### src/hdl/q2e_pkg.sv
package q2e_pkg;

  // datapath widths
  localparam int LW      = 37;  // CORDIC x/y lanes
  localparam int ZW      = 34;  // angle accumulator, 2^-30 rad
  localparam int RW      = 58;  // square-root remainder/root
  localparam int SW      = 30;  // clamped pitch sine, 2^-28
  localparam int NW      = 36;  // atan2 arguments, 2^-28
  localparam int TAB_LEN = 24;
  localparam int SQ_N    = 29;  // root bits of a 57-bit radicand

  localparam logic signed [ZW-1:0] HALF_PI_Q30 = 34'sd1686629713;
  localparam logic signed [SW-1:0] S_LIMIT     = 30'sd268432772;
  localparam logic [RW-1:0]        ONE_Q56     = 58'd72057594037927936;
  localparam logic signed [16:0]   FULL_LIM    = 17'sd25736;
  localparam logic signed [16:0]   HALF_LIM    = 17'sd12868;
  localparam logic signed [ZW-1:0] ROUND_HALF  = 34'sd65536;

  // one atan2 in flight
  typedef struct packed {
    logic signed [LW-1:0] xv;
    logic signed [LW-1:0] yv;
    logic signed [ZW-1:0] zv;
    logic                 zero;
  } q2e_lane_t;

  // yaw, pitch, roll
  typedef q2e_lane_t [2:0] q2e_lanes_t;

  typedef struct packed {
    logic [RW-1:0] rem;
    logic [RW-1:0] root;
  } q2e_sqrt_t;

  // values riding along the square-root chain
  typedef struct packed {
    logic signed [SW-1:0] s;
    logic signed [NW-1:0] yaw_n;
    logic signed [NW-1:0] yaw_d;
    logic signed [NW-1:0] rol_n;
    logic signed [NW-1:0] rol_d;
  } q2e_side_t;

  // floor(atan(2^-i) * 2^30)
  function automatic logic signed [ZW-1:0] atan_q30(input int i);
    logic signed [ZW-1:0] r;
    case (i)
      0:  r = 34'sd843314856;
      1:  r = 34'sd497837829;
      2:  r = 34'sd263043836;
      3:  r = 34'sd133525158;
      4:  r = 34'sd67021686;
      5:  r = 34'sd33543515;
      6:  r = 34'sd16775850;
      7:  r = 34'sd8388437;
      8:  r = 34'sd4194282;
      9:  r = 34'sd2097149;
      10: r = 34'sd1048575;
      11: r = 34'sd524287;
      12: r = 34'sd262143;
      13: r = 34'sd131071;
      14: r = 34'sd65535;
      15: r = 34'sd32767;
      16: r = 34'sd16383;
      17: r = 34'sd8191;
      18: r = 34'sd4095;
      19: r = 34'sd2047;
      20: r = 34'sd1023;
      21: r = 34'sd511;
      22: r = 34'sd255;
      23: r = 34'sd127;
      default: r = '0;
    endcase
    return r;
  endfunction

  // quadrant fold so the vectoring loop starts with x >= 0
  function automatic q2e_lane_t prerot(input logic signed [LW-1:0] n,
                                       input logic signed [LW-1:0] d);
    q2e_lane_t l;
    l.xv   = d;
    l.yv   = n;
    l.zv   = '0;
    l.zero = (n == '0) && (d == '0);
    if (d < 0) begin
      if (n >= 0) begin
        l.xv = n;
        l.yv = -d;
        l.zv = HALF_PI_Q30;
      end else begin
        l.xv = -n;
        l.yv = d;
        l.zv = -HALF_PI_Q30;
      end
    end
    return l;
  endfunction

  // round 2^-30 rad to Q3.13 and clamp
  function automatic logic signed [16:0] to_q13(input q2e_lane_t l,
                                                input logic signed [16:0] lim);
    logic signed [ZW-1:0] t;
    logic signed [16:0]   r;
    t = (l.zv + ROUND_HALF) >>> 17;
    r = t[16:0];
    if (l.zero) r = '0;
    else if (r > lim) r = lim;
    else if (r < -lim) r = -lim;
    return r;
  endfunction

endpackage

### src/hdl/q2e_sqrt_cell.sv
module q2e_sqrt_cell #(
  parameter int K = 0
) (
  input  logic                 clk_i,
  input  logic                 rst_ni,
  input  logic                 in_valid_i,
  output logic                 in_ready_o,
  input  q2e_pkg::q2e_sqrt_t   in_sq_i,
  input  q2e_pkg::q2e_side_t   in_side_i,
  output logic                 out_valid_o,
  input  logic                 out_ready_i,
  output q2e_pkg::q2e_sqrt_t   out_sq_o,
  output q2e_pkg::q2e_side_t   out_side_o
);
  import q2e_pkg::*;

  localparam logic [RW-1:0] BIT = RW'(1) << (2 * K);

  logic       valid_q;
  q2e_sqrt_t  sq_d, sq_q;
  q2e_side_t  side_q;
  logic [RW-1:0] trial;

  assign in_ready_o = !valid_q || out_ready_i;

  // one restoring root step
  always_comb begin
    trial = in_sq_i.root + BIT;
    if (in_sq_i.rem >= trial) begin
      sq_d.rem  = in_sq_i.rem - trial;
      sq_d.root = (in_sq_i.root >> 1) + BIT;
    end else begin
      sq_d.rem  = in_sq_i.rem;
      sq_d.root = in_sq_i.root >> 1;
    end
  end

  always_ff @(posedge clk_i or negedge rst_ni) begin
    if (!rst_ni) begin
      valid_q <= 1'b0;
    end else if (in_ready_o) begin
      valid_q <= in_valid_i;
    end
  end

  always_ff @(posedge clk_i) begin
    if (in_ready_o && in_valid_i) begin
      sq_q   <= sq_d;
      side_q <= in_side_i;
    end
  end

  assign out_valid_o = valid_q;
  assign out_sq_o    = sq_q;
  assign out_side_o  = side_q;

endmodule

### config.mk
export PLATFORM = sky130hd
export DESIGN_NAME = q2e_sqrt_cell
export DESIGN_NICKNAME = d
export VERILOG_FILES = /design/src/hdl/q2e_pkg.sv /design/src/hdl/q2e_sqrt_cell.sv
export SDC_FILE = /design/constraint.sdc
export NUM_CORES = 1
export LEC_CHECK = 0
export ABC_AREA = 1
export BUFFER_PORTS_ARGS = -buffer_cell sky130_fd_sc_hd__buf_4
export CAP_MARGIN = 0
export CORE_AREA = 2 2 231 233
export CTS_CLUSTER_SIZE = 28
export DETAILED_ROUTE_END_ITERATION = 10
export DIE_AREA = 0 0 233 235
export PLACE_DENSITY = 0.63
export SETUP_SLACK_MARGIN = 0.15
export SYNTH_ARGS = -nofsm -noshare
export SYNTH_HDL_FRONTEND = slang
export SYNTH_SLANG_ARGS = --single-unit
### constraint.sdc
create_clock -name clk_i -period 40.5 [get_ports clk_i]
set_input_delay 2.025 -clock clk_i [delete_from_list [all_inputs] [get_ports clk_i]]
set_output_delay 2.025 -clock clk_i [all_outputs]
set_load 0.1 [all_outputs]
Word-level counts from Yosys, hierarchy flattened
Cells that the tools add are included.
W data, S select, Z words.
{ "word_totals": {"ff_bits": 291, "inputBits": 294, "output_inout_bits": 292, "wordCells": 17} }
{ "op_classes": {"n_addsub": 3, "n_lt_le_gt_ge": 1, "n_mux": 1, "reduce_logical": 3} }
{ "op_table": {"columns": ["operator", "n"], "rows": [
  ["$mux W116", 1],
  ["$add A57 B1 Y58 const B", 1],
  ["$add A58 B1 Y58 const B", 1],
  ["$ge A58 B58 Y1", 1],
  ["$sub A58 B58 Y58", 1],
  ["$logic_and A1 B1 Y1", 1],
  ["$logic_not A1 Y1", 1],
  ["$logic_or A1 B1 Y1", 1]
]} }

Longest topological paths before layout
Gate-level depths: netlist of run 1.
{ "depth": {"ltp_word": 3, "mapped_depth": 25, "mapped_depth_nobuf": 24} }

Worst setup path after synthesis of run 1
No wires, ideal clock.
{ "synth_timing": {"path_type": "input-to-reg", "startpoint": "in in_valid_i", "endpoint": "reg side_q, in the netlist out_side_o[0], enable pin", "setup_ns": 1.035, "t_arrival_ns": 15.966, "t_required_ns": 39.465, "setup_slack_ns": 23.499, "cell_stages": 2, "path_buffers": 0, "path_cell_list": "inv_1 a21oi_1"} }
{ "synth_via": {"elab_chain_len": 1} }
{ "synth_lines": {"columns": ["item", "line", "text"], "rows": [
  ["start: declaration", "q2e_sqrt_cell.sv:6", "input logic in_valid_i,"],
  ["$logic_and A1 B1 Y1", "q2e_sqrt_cell.sv:47", "if (in_ready_o && in_valid_i) begin"],
  ["end signal: assignment", "q2e_sqrt_cell.sv:49", "side_q <= in_side_i;"],
  ["end: declaration", "q2e_sqrt_cell.sv:21", "q2e_side_t side_q;"]
]} }
No other way between the ends.
A chain may end at the register's enable or synchronous reset.

==> flow_metrics.env, run 1 <==
export IMPL_htreeDepth=2
export IMPL_postCtsHoldBufs=0
export IMPL_fin_ws_ns=32.95
export IMPL_seqPwrFrac_pct=35.6
export IMPL_finalSetupViolations=0
export IMPL_finalInstanceArea_mm2=0.0245
export IMPL_yosysTopAreaCell="edfxtp_1"
export IMPL_grt_max_degree=103
export IMPL_syn_cell_area_mm2=0.0183
export IMPL_core_mm2=0.0522
export IMPL_grt_pass1_vias=17600
export IMPL_grt_first_pass_wirelength_mm=126
export IMPL_period_minus_slack_ns=7.55
export IMPL_first_pass_iters=6
export IMPL_wl_per_cell_um=25.3
export IMPL_hold_viol_final=0
export IMPL_syn_nets=2655
export IMPL_drt_initial_drc_count=1601
export IMPL_yosysSeqAreaShare_pct=47.6
export IMPL_crit_type="input port to register"
export IMPL_place_ws_ns=32.47
export IMPL_clk_latency_ns=0.56
export IMPL_io_buffers=585
export IMPL_synth_ff_type="edfxtp_1"
export IMPL_max_slew_worst_pin_slew_ns=1.12
export IMPL_die_y_um=235
export IMPL_power_frac_clock_pct=30.6
export IMPL_nFillCells=5192
export IMPL_syn_inst=2300
export IMPL_status="complete, no violations"
export IMPL_viasPerCell=5.01
export IMPL_placed_area_mm2=0.0234
export IMPL_die_width_um=233
export IMPL_ys_top_cells_by_area="edfxtp_1 (48%), nand2_1 (16%), inv_1 (8.9%)"
export IMPL_critPathLaunchType="input port"
export IMPL_p_comb_share_pct=33.8
export IMPL_cts_tree="yes"
export IMPL_dp_final_hpwl_mm=77.0
export IMPL_grt_overflow_total=0
export IMPL_crit_fanout=102
export IMPL_io_pin_count=586
export IMPL_rows=84
export IMPL_synth_cell_types=42
export IMPL_post_route_cells_drive_above_1_share_pct=23.4
export IMPL_synth_seq_cells=291
export IMPL_clock_path_buffers=3
export IMPL_die_area_mm2=0.0548
export IMPL_endpoint_kind="register"
export IMPL_synth_edf_count=290
export IMPL_grt_total_usage_pct=32.5
export IMPL_ir_worst_vdd_mv=0.0288
export IMPL_fin_setup_tns_ns=0
export IMPL_syn_area_per_cell_um2=7.97
export IMPL_finClkSkew_ns=0.00825
export IMPL_finalCritPeriodShare_pct=18.6
export IMPL_power_leakage_nw=12.0
export IMPL_relSlewSlack_pct=25.1
export IMPL_sw_frac_of_total_pct=39.8
export IMPL_post_cts_buffers=0
export IMPL_rsz0062_at_grt="no"
export IMPL_cts_root_buffer="clkbuf_16"
export IMPL_cts_sinks=291
export IMPL_final_antenna_net_count=0
export IMPL_switchingPower_w=0.000414
export IMPL_initial_utilization_pct=35.1
export IMPL_wirelength_mm=91.4
export IMPL_final_nets=3249
export IMPL_p_int_w=0.000625
export IMPL_yosys_warnings=0
export IMPL_routabilityCongestion=1.02
export IMPL_ctsResizeCount=0
export IMPL_timing_max_cap_violations=0
export IMPL_antenna_found_initial=4
export IMPL_hp_class="register to register"
export IMPL_cts_clk_slew_worst_paths_ns=0.06
export IMPL_yosysTopAreaCellShare_pct=47.5
export IMPL_finalMaxSlewViolations=0
export IMPL_critPathArrivalTime_ns=7.95
export IMPL_cts_inserted_buffers=34
export IMPL_drc=0
export IMPL_vias=18100
export IMPL_area_growth_pct=33.7
export IMPL_async_flop_share_pct=0.344
export IMPL_critPathRequiredTime_ns=40.91
export IMPL_fmax_ghz=0.133
export IMPL_power_density_mw_per_mm2=42.4
==> critical path, cell delays in order <==
cell,delay (ns)
buf_4,0.16
ha_1,0.21
nand2_1,0.07
nor2_2,0.18
nand2_1,0.28
nor2_1,0.33
nand4_1,0.31
nor2_1,0.46
nand2_1,0.12
xor2_1,0.19
ha_1,0.40
nand2_1,0.20
nor2_1,0.17
nand2_1,0.14
nor3_2,0.18
nand3_1,0.14
nand3_4,0.74
buf_4,0.99
nand3_1,0.40
nand2_1,0.17
==> sequential cells by signal (all words and copies together) (netlist names) <==
name / flops
out_side_o: 174
out_sq_o: 116
out_valid_o: 1
==> Yosys cell counts (2+ instances only) <==
| master | number |
|---|---|
| nand2_1 | 789 |
| inv_1 | 435 |
| edfxtp_1 | 290 |
| nor2_1 | 163 |
| xor2_1 | 131 |
| nand3_1 | 130 |
| o21ai_0 | 66 |
| ha_1 | 60 |
| nor3_1 | 43 |
| nand4_1 | 34 |
| a21oi_1 | 27 |
| o21ai_1 | 22 |
| nand3_2 | 16 |
| clkbuf_1 | 14 |
| nor2_2 | 12 |
| buf_6 | 11 |
| nand3b_1 | 8 |
| and2_1 | 6 |
| nor4_1 | 6 |
| buf_2 | 5 |
| inv_2 | 4 |
| nand2_2 | 3 |
| and3_1 | 2 |
| buf_8 | 2 |
| o211ai_1 | 2 |
| or2_2 | 2 |
| xnor2_1 | 2 |
==> layout by cell type, fill, tap and decap left out, drive strengths merged, types with 15 or more instances in the layout <==
cell	n
nand4	34
o21ai	88
clkinv	15
xor2	131
clkbuf	37
nor2	176
a21oi	28
ha	60
inv	440
nor3	44
nand2	792
edfxtp	290
buf	592
nand3	147
==> power by group through the flow <==
stage | Clock, W | Sequential [W] | Combinational [W]
3_5_place_dp | 0 | 0.000375 | 0.000349
2_1_floorplan | 0 | 0.000528 | 0.0000983
3_3_place_gp | 0 | 0.000376 | 0.000349
5_1_grt | 0.000332 | 0.000371 | 0.000368
4_1_cts | 0.000321 | 0.000370 | 0.000350
6_report | 0.000318 | 0.000370 | 0.000351
==> layer usage <==
layer | vias to the layer above | share of wire [%] | global-route usage [%]
li1 | 8460 | - | -
met1 | 8660 | 39 | 38.4
met2 | 771 | 50 | 57.2
met3 | 167 | 6.4 | 5.56
met4 | 2 | 5.1 | 14.7
met5 | - | 0.016 | 0
==> final timing paths <==
| check | from | endpoint | cells after the start | slack, ns |
|---|---|---|---|---|
| setup / recovery | in_sq_i[1] | out_sq_o[97] | 20 | 32.95 |
| hold reg to reg | out_valid_o | out_valid_o | 2 | 0.67 |
| setup reg to reg | out_valid_o | out_sq_o[30] | 4 | 36.38 |
| min in group asynchronous | rst_ni | out_valid_o | 1 | 1.23 |
| hold / removal | out_valid_o | out_valid_o | 2 | 0.67 |
| max in group asynchronous | rst_ni | out_valid_o | 1 | 39.19 |
==> stage by stage <==
step,utilization [%],cells,power [W],hold slack [ns]
floorplan,-,2300,0.000627,1.71
global placement,44.8,3546,0.000724,0.633
detailed placement,44.8,3546,0.000724,0.629
CTS,46.9,3604,0.00104,0.652
global route,46.9,3604,0.00107,0.687
finish,46.9,3606,0.00104,0.668
==> area by class of cell <==
class	count	area, µm²	area share [%]
Tap cell	688	861	3.51
Antenna cell	2	5.00	0.0204
Sequential cell	291	8730	35.6
Clock inverter	21	234	0.955
Timing Repair Buffer	592	4440	18.1
Inverter	440	1650	6.74
Multi-Input combinational cell	1535	7700	31.4
Clock buffer	37	883	3.60
==> cells by family (layout without fill, tap and decap cells) <==
logic type	count (synthesis)	in the layout	share of synthesized area, %
xor+xnor	133	133	6.35
buf+inv	474	1090	10.4
compound gates	122	122	3.43
other cells	0	2	0
flops	291	291	47.6
simple gates	1219	1219	28.0
fa+ha+maj	61	61	4.20
Power figures use the tool's default switching activity.
==> run 2, diff against run 1 <==
==> constraint.sdc (replaced) <==
create_clock -name clk_i -period 7.5 [get_ports clk_i]
set_input_delay 0.375 -clock clk_i [delete_from_list [all_inputs] [get_ports clk_i]]
set_output_delay 0.375 -clock clk_i [all_outputs]
set_load 0.1 [all_outputs]
==> run 2 against run 1 <==
Combinational power increased to 5.6 times the previous value. Clock-buffer cell count increased by 4. Sequential power increased to 5.4 times the previous value. Sequential share of layout area decreased by 2.0 points. Design area increased by 6.0%. Die area unchanged. Clock skew increased by 0.017 ns. First-iteration DRC count decreased by 10%. Sequential cell count unchanged. Core utilization increased by 2.8 points. Non-clock buffer count increased by 138. Largest cell class unchanged. Global-route usage increased by 0.73 points. Critical endpoint is now out_sq_o[59].
==> flow_metrics.env, run 2 (synthesis gave the netlist of run 1 again) <==
export IMPL_viasPerCell=4.94
export IMPL_cts_clk_slew_worst_paths_ns=0.06
export IMPL_ir_worst_vdd_mv=0.135
export IMPL_finalMaxSlewViolations=0
export IMPL_grt_pass1_vias=18300
export IMPL_final_nets=3389
export IMPL_die_y_um=235
export IMPL_drc=0
export IMPL_grt_total_usage_pct=33.2
export IMPL_critPathLaunchType="input port"
export IMPL_cts_tree="yes"
export IMPL_clock_path_buffers=3
export IMPL_final_common_cell="nand2_1"
export IMPL_hold_viol_final=0
export IMPL_min_path_cells=1
export IMPL_final_antenna_net_count=0
export IMPL_finClkSkew_ns=0.0248
export IMPL_clk_latency_ns=0.56
export IMPL_cts_root_buffer="clkbuf_16"
export IMPL_antenna_found_initial=8
export IMPL_grt_max_degree=169
export IMPL_crit_fanout=62
export IMPL_vias=18500
export IMPL_power_leakage_nw=12.6
export IMPL_worst_r2r_cell_count=3
export IMPL_crit_type="input port to register"
export IMPL_wl_per_cell_um=24.9
export IMPL_power_density_mw_per_mm2=221
export IMPL_maxUsedRoutingLayer="met5"
export IMPL_area_growth_pct=41.7
export IMPL_crit_slowest_cell="nor4_1"
export IMPL_crit_buf_inv=3
export IMPL_wl_met2_mm=46.7
export IMPL_io_pin_count=586
export IMPL_cts_sinks=291
export IMPL_drt_initial_drc_count=1440
export IMPL_drt_met1_wl_mm=36.4
export IMPL_rows=84
export IMPL_wl_met3_mm=6.17
export IMPL_nFillCells=5043
export IMPL_crit_family="simple AND/OR/NAND/NOR gates"
export IMPL_post_route_cells_drive_above_1_share_pct=22.6
export IMPL_largest_reg_flops=174
export IMPL_relSlewSlack_pct=31.2
export IMPL_layout_common_cells="nand2_1 (789), buf_4 (591), inv_1 (435)"
export IMPL_cts_inserted_buffers=36
export IMPL_finalSetupViolations=0
export IMPL_routabilityCongestion=0.974
export IMPL_max_slew_worst_pin_slew_ns=1.03
export IMPL_dp_final_hpwl_mm=77.7
export IMPL_critPathRequiredTime_ns=7.78
export IMPL_path_cells="buf_4 -> ha_1 -> nand3_1 -> nor2_1 -> inv_1 -> nor3_1 -> xor2_1 -> ha_1 -> nand2_1 -> nor2_1 -> nand2_1 -> nor4_1 -> nand3_1 -> nand3_4 -> buf_4 -> o21ai_0"
export IMPL_period_minus_slack_ns=5.40
export IMPL_holdWs_ns=0.0125
export IMPL_die_area_mm2=0.0548
export IMPL_die_width_um=233
export IMPL_status="complete, no violations"
export IMPL_endpoint_kind="register"
export IMPL_htreeDepth=2
export IMPL_fmax_ghz=0.185
export IMPL_timing_max_cap_violations=0
export IMPL_fin_setup_tns_ns=0
export IMPL_wirelength_mm=93.5
export IMPL_initial_utilization_pct=35.1
export IMPL_io_buffers=585
export IMPL_finalCritPeriodShare_pct=72.0
export IMPL_cp_num_cells=16
export IMPL_grt_overflow_total=0
export IMPL_grt_first_pass_wirelength_mm=129
export IMPL_power_total_w=0.00573
export IMPL_core_mm2=0.0522
export IMPL_hp_class="input port to register"
export IMPL_critPathArrivalTime_ns=5.68
export IMPL_critPathMaxStageDelay_ns=0.65
export IMPL_rsz0062_at_grt="no"
export IMPL_first_pass_iters=5
run 2: timing repair:
| action | CTS | global route |
|---|---|---|
| gates resized for setup | 0 | 0 |
| buffers inserted | 0 | 0 |
| hold endpoints to repair | 136 | 0 |
| hold buffers | 136 | 0 |
| setup endpoints to repair | 0 | 0 |
run 2: final timing paths:
check | from | end | slack (ns)
max | in_sq_i[1] | out_sq_o[59] | 2.10
min | in_side_i[1] | out_side_o[1] | 0.01
max reg2reg | out_valid_o | out_sq_o[72] | 4.85
min reg2reg | out_valid_o | out_valid_o | 0.71
max in group asynchronous | rst_ni | out_valid_o | 7.26
min in group asynchronous | rst_ni | out_valid_o | 0.16
run 2: area by class of cell:
cell class / count / area, µm² / area share, %
Timing Repair Buffer: 730 / 5860 / 22.5
Sequential cell: 291 / 8730 / 33.6
Tap cell: 688 / 861 / 3.31
Antenna cell: 4 / 10.0 / 0.0385
Inverter: 440 / 1650 / 6.36
Clock inverter: 24 / 251 / 0.968
Clock buffer: 41 / 920 / 3.54
Multi-Input combinational cell: 1535 / 7700 / 29.6
run 2: where the power goes:
part / switching, W / internal, W
Clock: 0.000741 / 0.00103
Sequential: 0.0000524 / 0.00195
Combinational: 0.00148 / 0.000484
Total: 0.00227 / 0.00346
run 2: per-layer routing:
metal  vias up  global-route usage, %
met5         -                      0
met4         8                   13.2
met3       152                   5.67
met2       782                   58.8
met1      8853                   39.7
li1       8754                      -
run 2: per-stage QoR:
stage               area [µm²]  cells  setup slack (ns)  utilization (%)
finish                   26000   3753              2.10             49.7
floorplan                18300   2300              1.37                -
global placement         23400   3548              1.59             44.9
global route             26000   3750              2.04             49.7
CTS                      26000   3749              2.18             49.7
detailed placement       23400   3548              1.62             44.9
==> run 3, diff against run 2 <==
--- a/config.mk
+++ b/config.mk
@@ -5,14 +5,14 @@
 export SDC_FILE = /design/constraint.sdc
 export NUM_CORES = 1
 export LEC_CHECK = 0
-export ABC_AREA = 1
+export ABC_AREA = 0
 export BUFFER_PORTS_ARGS = -buffer_cell sky130_fd_sc_hd__buf_4
 export CAP_MARGIN = 0
-export CORE_AREA = 2 2 231 233
+export CORE_AREA = 2 2 228 230
 export CTS_CLUSTER_SIZE = 28
 export DETAILED_ROUTE_END_ITERATION = 10
-export DIE_AREA = 0 0 233 235
-export PLACE_DENSITY = 0.63
+export DIE_AREA = 0 0 230 232
+export PLACE_DENSITY = 0.59
 export SETUP_SLACK_MARGIN = 0.15
 export SYNTH_ARGS = -nofsm -noshare
 export SYNTH_HDL_FRONTEND = slang
==> constraint.sdc (replaced) <==
create_clock -name clk_i -period 4.8 [get_ports clk_i]
set_input_delay 0.24 -clock clk_i [delete_from_list [all_inputs] [get_ports clk_i]]
set_output_delay 0.24 -clock clk_i [all_outputs]
set_load 0.1 [all_outputs]
==> run 3 against run 2 <==
Setup slack lost 1.8 ns. Register-to-register slack lost 2.2 ns. Die area shrank 2.5%. Global-route usage shrank 7.6 points. Sequential share of layout area grew 1.7 points. Combinational power grew 45%. Largest power group unchanged.
==> flow_metrics.env, run 3 <==
export IMPL_yosysTopAreaCellShare_pct=58.3
export IMPL_syn_nets=1635
export IMPL_io_buffers=585
export IMPL_crit_buf_inv=3
export IMPL_syn_area_per_cell_um2=11.7
export IMPL_cts_inserted_buffers=36
export IMPL_fin_setup_tns_ns=0
export IMPL_syn_cell_area_mm2=0.0149
export IMPL_dp_final_hpwl_mm=56.0
export IMPL_yosysTopAreaCell="edfxtp_1"
export IMPL_endpoint_kind="register"
export IMPL_grt_max_degree=128
export IMPL_utilization_pct=48.6
export IMPL_status="complete, no violations"
export IMPL_die_y_um=232
export IMPL_synth_ff_type="edfxtp_1"
export IMPL_die_width_um=230
export IMPL_antenna_found_initial=6
export IMPL_initial_utilization_pct=29.4
export IMPL_fmax_ghz=0.224
export IMPL_cts_clk_slew_worst_paths_ns=0.05
export IMPL_rsz0062_at_grt="no"
export IMPL_core_mm2=0.0509
export IMPL_yosys_warnings=0
export IMPL_finalCritPeriodShare_pct=93.2
export IMPL_final_nets=2615
export IMPL_first_pass_iters=7
export IMPL_finalMaxSlewViolations=0
export IMPL_drt_initial_drc_count=1051
export IMPL_wirelength_mm=70.6
export IMPL_critPathLaunchType="input port"
export IMPL_post_route_cells_drive_above_1_share_pct=38.8
export IMPL_finClkSkew_ns=0.0140
export IMPL_place_ws_ns=-0.354
export IMPL_grt_overflow_total=0
export IMPL_rows=83
export IMPL_crit_slowest_cell="or4_4"
export IMPL_ir_worst_vdd_mv=0.290
export IMPL_crit_type="input port to register"
export IMPL_cts_tree="yes"
export IMPL_seq_area_mm2=0.00873
export IMPL_final_common_cell="buf_4"
export IMPL_die_area_mm2=0.0534
export IMPL_yosysSeqAreaShare_pct=58.5
export IMPL_synth_seq_cells=291
export IMPL_critPathMaxStageDelay_ns=0.56
export IMPL_grt_total_usage_pct=25.6
export IMPL_wl_per_cell_um=23.8
export IMPL_synth_cell_types=69
export IMPL_clock_path_buffers=3
export IMPL_grt_first_pass_wirelength_mm=100
export IMPL_fin_ws_ns=0.327
export IMPL_critPathArrivalTime_ns=4.77
export IMPL_ys_top_cells_by_area="edfxtp_1 (58%), ha_1 (5.0%), xnor2_1 (5.0%)"
export IMPL_area_growth_pct=65.6
export IMPL_synth_most_common_cell="edfxtp_1"
export IMPL_holdWs_ns=0.0344
export IMPL_async_flop_share_pct=0.344
export IMPL_multiInputGateArea_mm2=0.00597
export IMPL_finalSetupViolations=0
export IMPL_cts_root_buffer="clkbuf_16"
export IMPL_grt_pass1_vias=14800
export IMPL_crit_fanout=8
export IMPL_synth_edf_count=290
export IMPL_hold_viol_final=0
export IMPL_drc=0
export IMPL_final_antenna_net_count=0
export IMPL_hp_class="input port to register"
export IMPL_crit_family="simple AND/OR/NAND/NOR gates"
export IMPL_routabilityCongestion=0.948
export IMPL_cts_sinks=291
export IMPL_period_minus_slack_ns=4.47
export IMPL_io_pin_count=586
export IMPL_clk_latency_ns=0.56
export IMPL_layout_common_cells="buf_4 (797), edfxtp_1 (290), dlygate4sd3_1 (190)"
export IMPL_largest_reg_flops=174
export IMPL_syn_inst=1280
export IMPL_power_density_mw_per_mm2=345
export IMPL_htreeDepth=2
export IMPL_critPathRequiredTime_ns=5.09
export IMPL_nFillCells=4667
export IMPL_power_leakage_nw=10.4
export IMPL_timing_max_cap_violations=0
export IMPL_max_slew_worst_pin_slew_ns=0.749
export IMPL_vias=14400
export IMPL_synthTopCellsByCount="edfxtp_1 (290), nand2_1 (138), nor2_1 (117)"
export IMPL_relSlewSlack_pct=50.1
export IMPL_path_cells="buf_4 -> ha_1 -> and3_1 -> and3_1 -> and3_2 -> and3_1 -> nand2_1 -> or4_4 -> buf_4 -> nor2_1 -> xnor2_1 -> ha_1 -> nand2_1 -> or3_1 -> nor2_2 -> nand2b_1 -> o31a_1 -> a31o_1 -> buf_4 -> or3_4 -> nor2_2 -> xor2_1"
export IMPL_viasPerCell=4.85
## run 3: routing by layer
metal	wire (µm)	track usage [%]
met4	2660	9.66
met2	36100	45.6
met3	3900	4.29
met1	27900	31.0
met5	0	0
## run 3: where the power goes
group | switching (W) | total [W] | internal, W
logic | 0.00197 | 0.00284 | 0.000873
registers | 0.0000575 | 0.00307 | 0.00301
clock network | 0.00114 | 0.00263 | 0.00149
## run 3: layout make-up
class,instances,share of cell area [%]
Inverter,16,0.243
Clock inverter,23,0.779
Multi-Input combinational cell,921,24.1
Timing Repair Buffer,994,32.3
Sequential cell,291,35.3
Antenna cell,7,0.0708
Tap cell,680,3.44
Clock buffer,39,3.69
## run 3: what timing repair did
item,in CTS,in global routing
endpoints found under the setup margin,0,103
buffers inserted,0,1
resized for setup,0,13
endpoints found under the hold margin,189,0
hold buffers,190,0
## run 3: path summary, 6_finish.rpt
kind | from | depth (start not counted) | end | slack, ns
max in group asynchronous | rst_ni | 3 | out_valid_o | 4.15
max reg2reg | out_valid_o | 3 | out_sq_o[36] | 2.69
min reg2reg | out_valid_o | 2 | out_valid_o | 0.86
min in group asynchronous | rst_ni | 3 | out_valid_o | 0.55
max | in_sq_i[2] | 22 | out_sq_o[43] | 0.33
min | in_sq_i[55] | 2 | out_sq_o[54] | 0.03
## run 3: kinds of logic (layout without fill, tap and decap cells)
| family | after synthesis | in the layout | share of synthesized area (%) |
|---|---|---|---|
| other | 0 | 7 | 0 |
| multiplexers | 2 | 2 | 0.151 |
| AO/OA/AOI/OAI | 255 | 255 | 10.6 |
| buffers and inverters | 68 | 1072 | 1.97 |
| adder cells (fa/ha/maj) | 61 | 61 | 5.16 |
| AND/OR/NAND/NOR | 437 | 437 | 13.9 |
| flip-flops | 291 | 291 | 58.5 |
| XOR/XNOR | 166 | 166 | 9.73 |
## run 3: stage by stage
stage	cell area (µm²)	cells	total power [W]
6_report	24700	2971	0.00854
5_1_grt	24700	2968	0.00883
4_1_cts	24700	2963	0.00860
3_5_place_dp	21600	2711	0.00580
3_3_place_gp	21600	2711	0.00581
2_1_floorplan	14900	1280	0.00487
## run 3: worst register-to-register path, stage by stage, from the launching register on
cell and delay [ns]:
dfrtp_1 0.46, nand2b_1 0.16, and2_4 0.42, buf_12 0.55
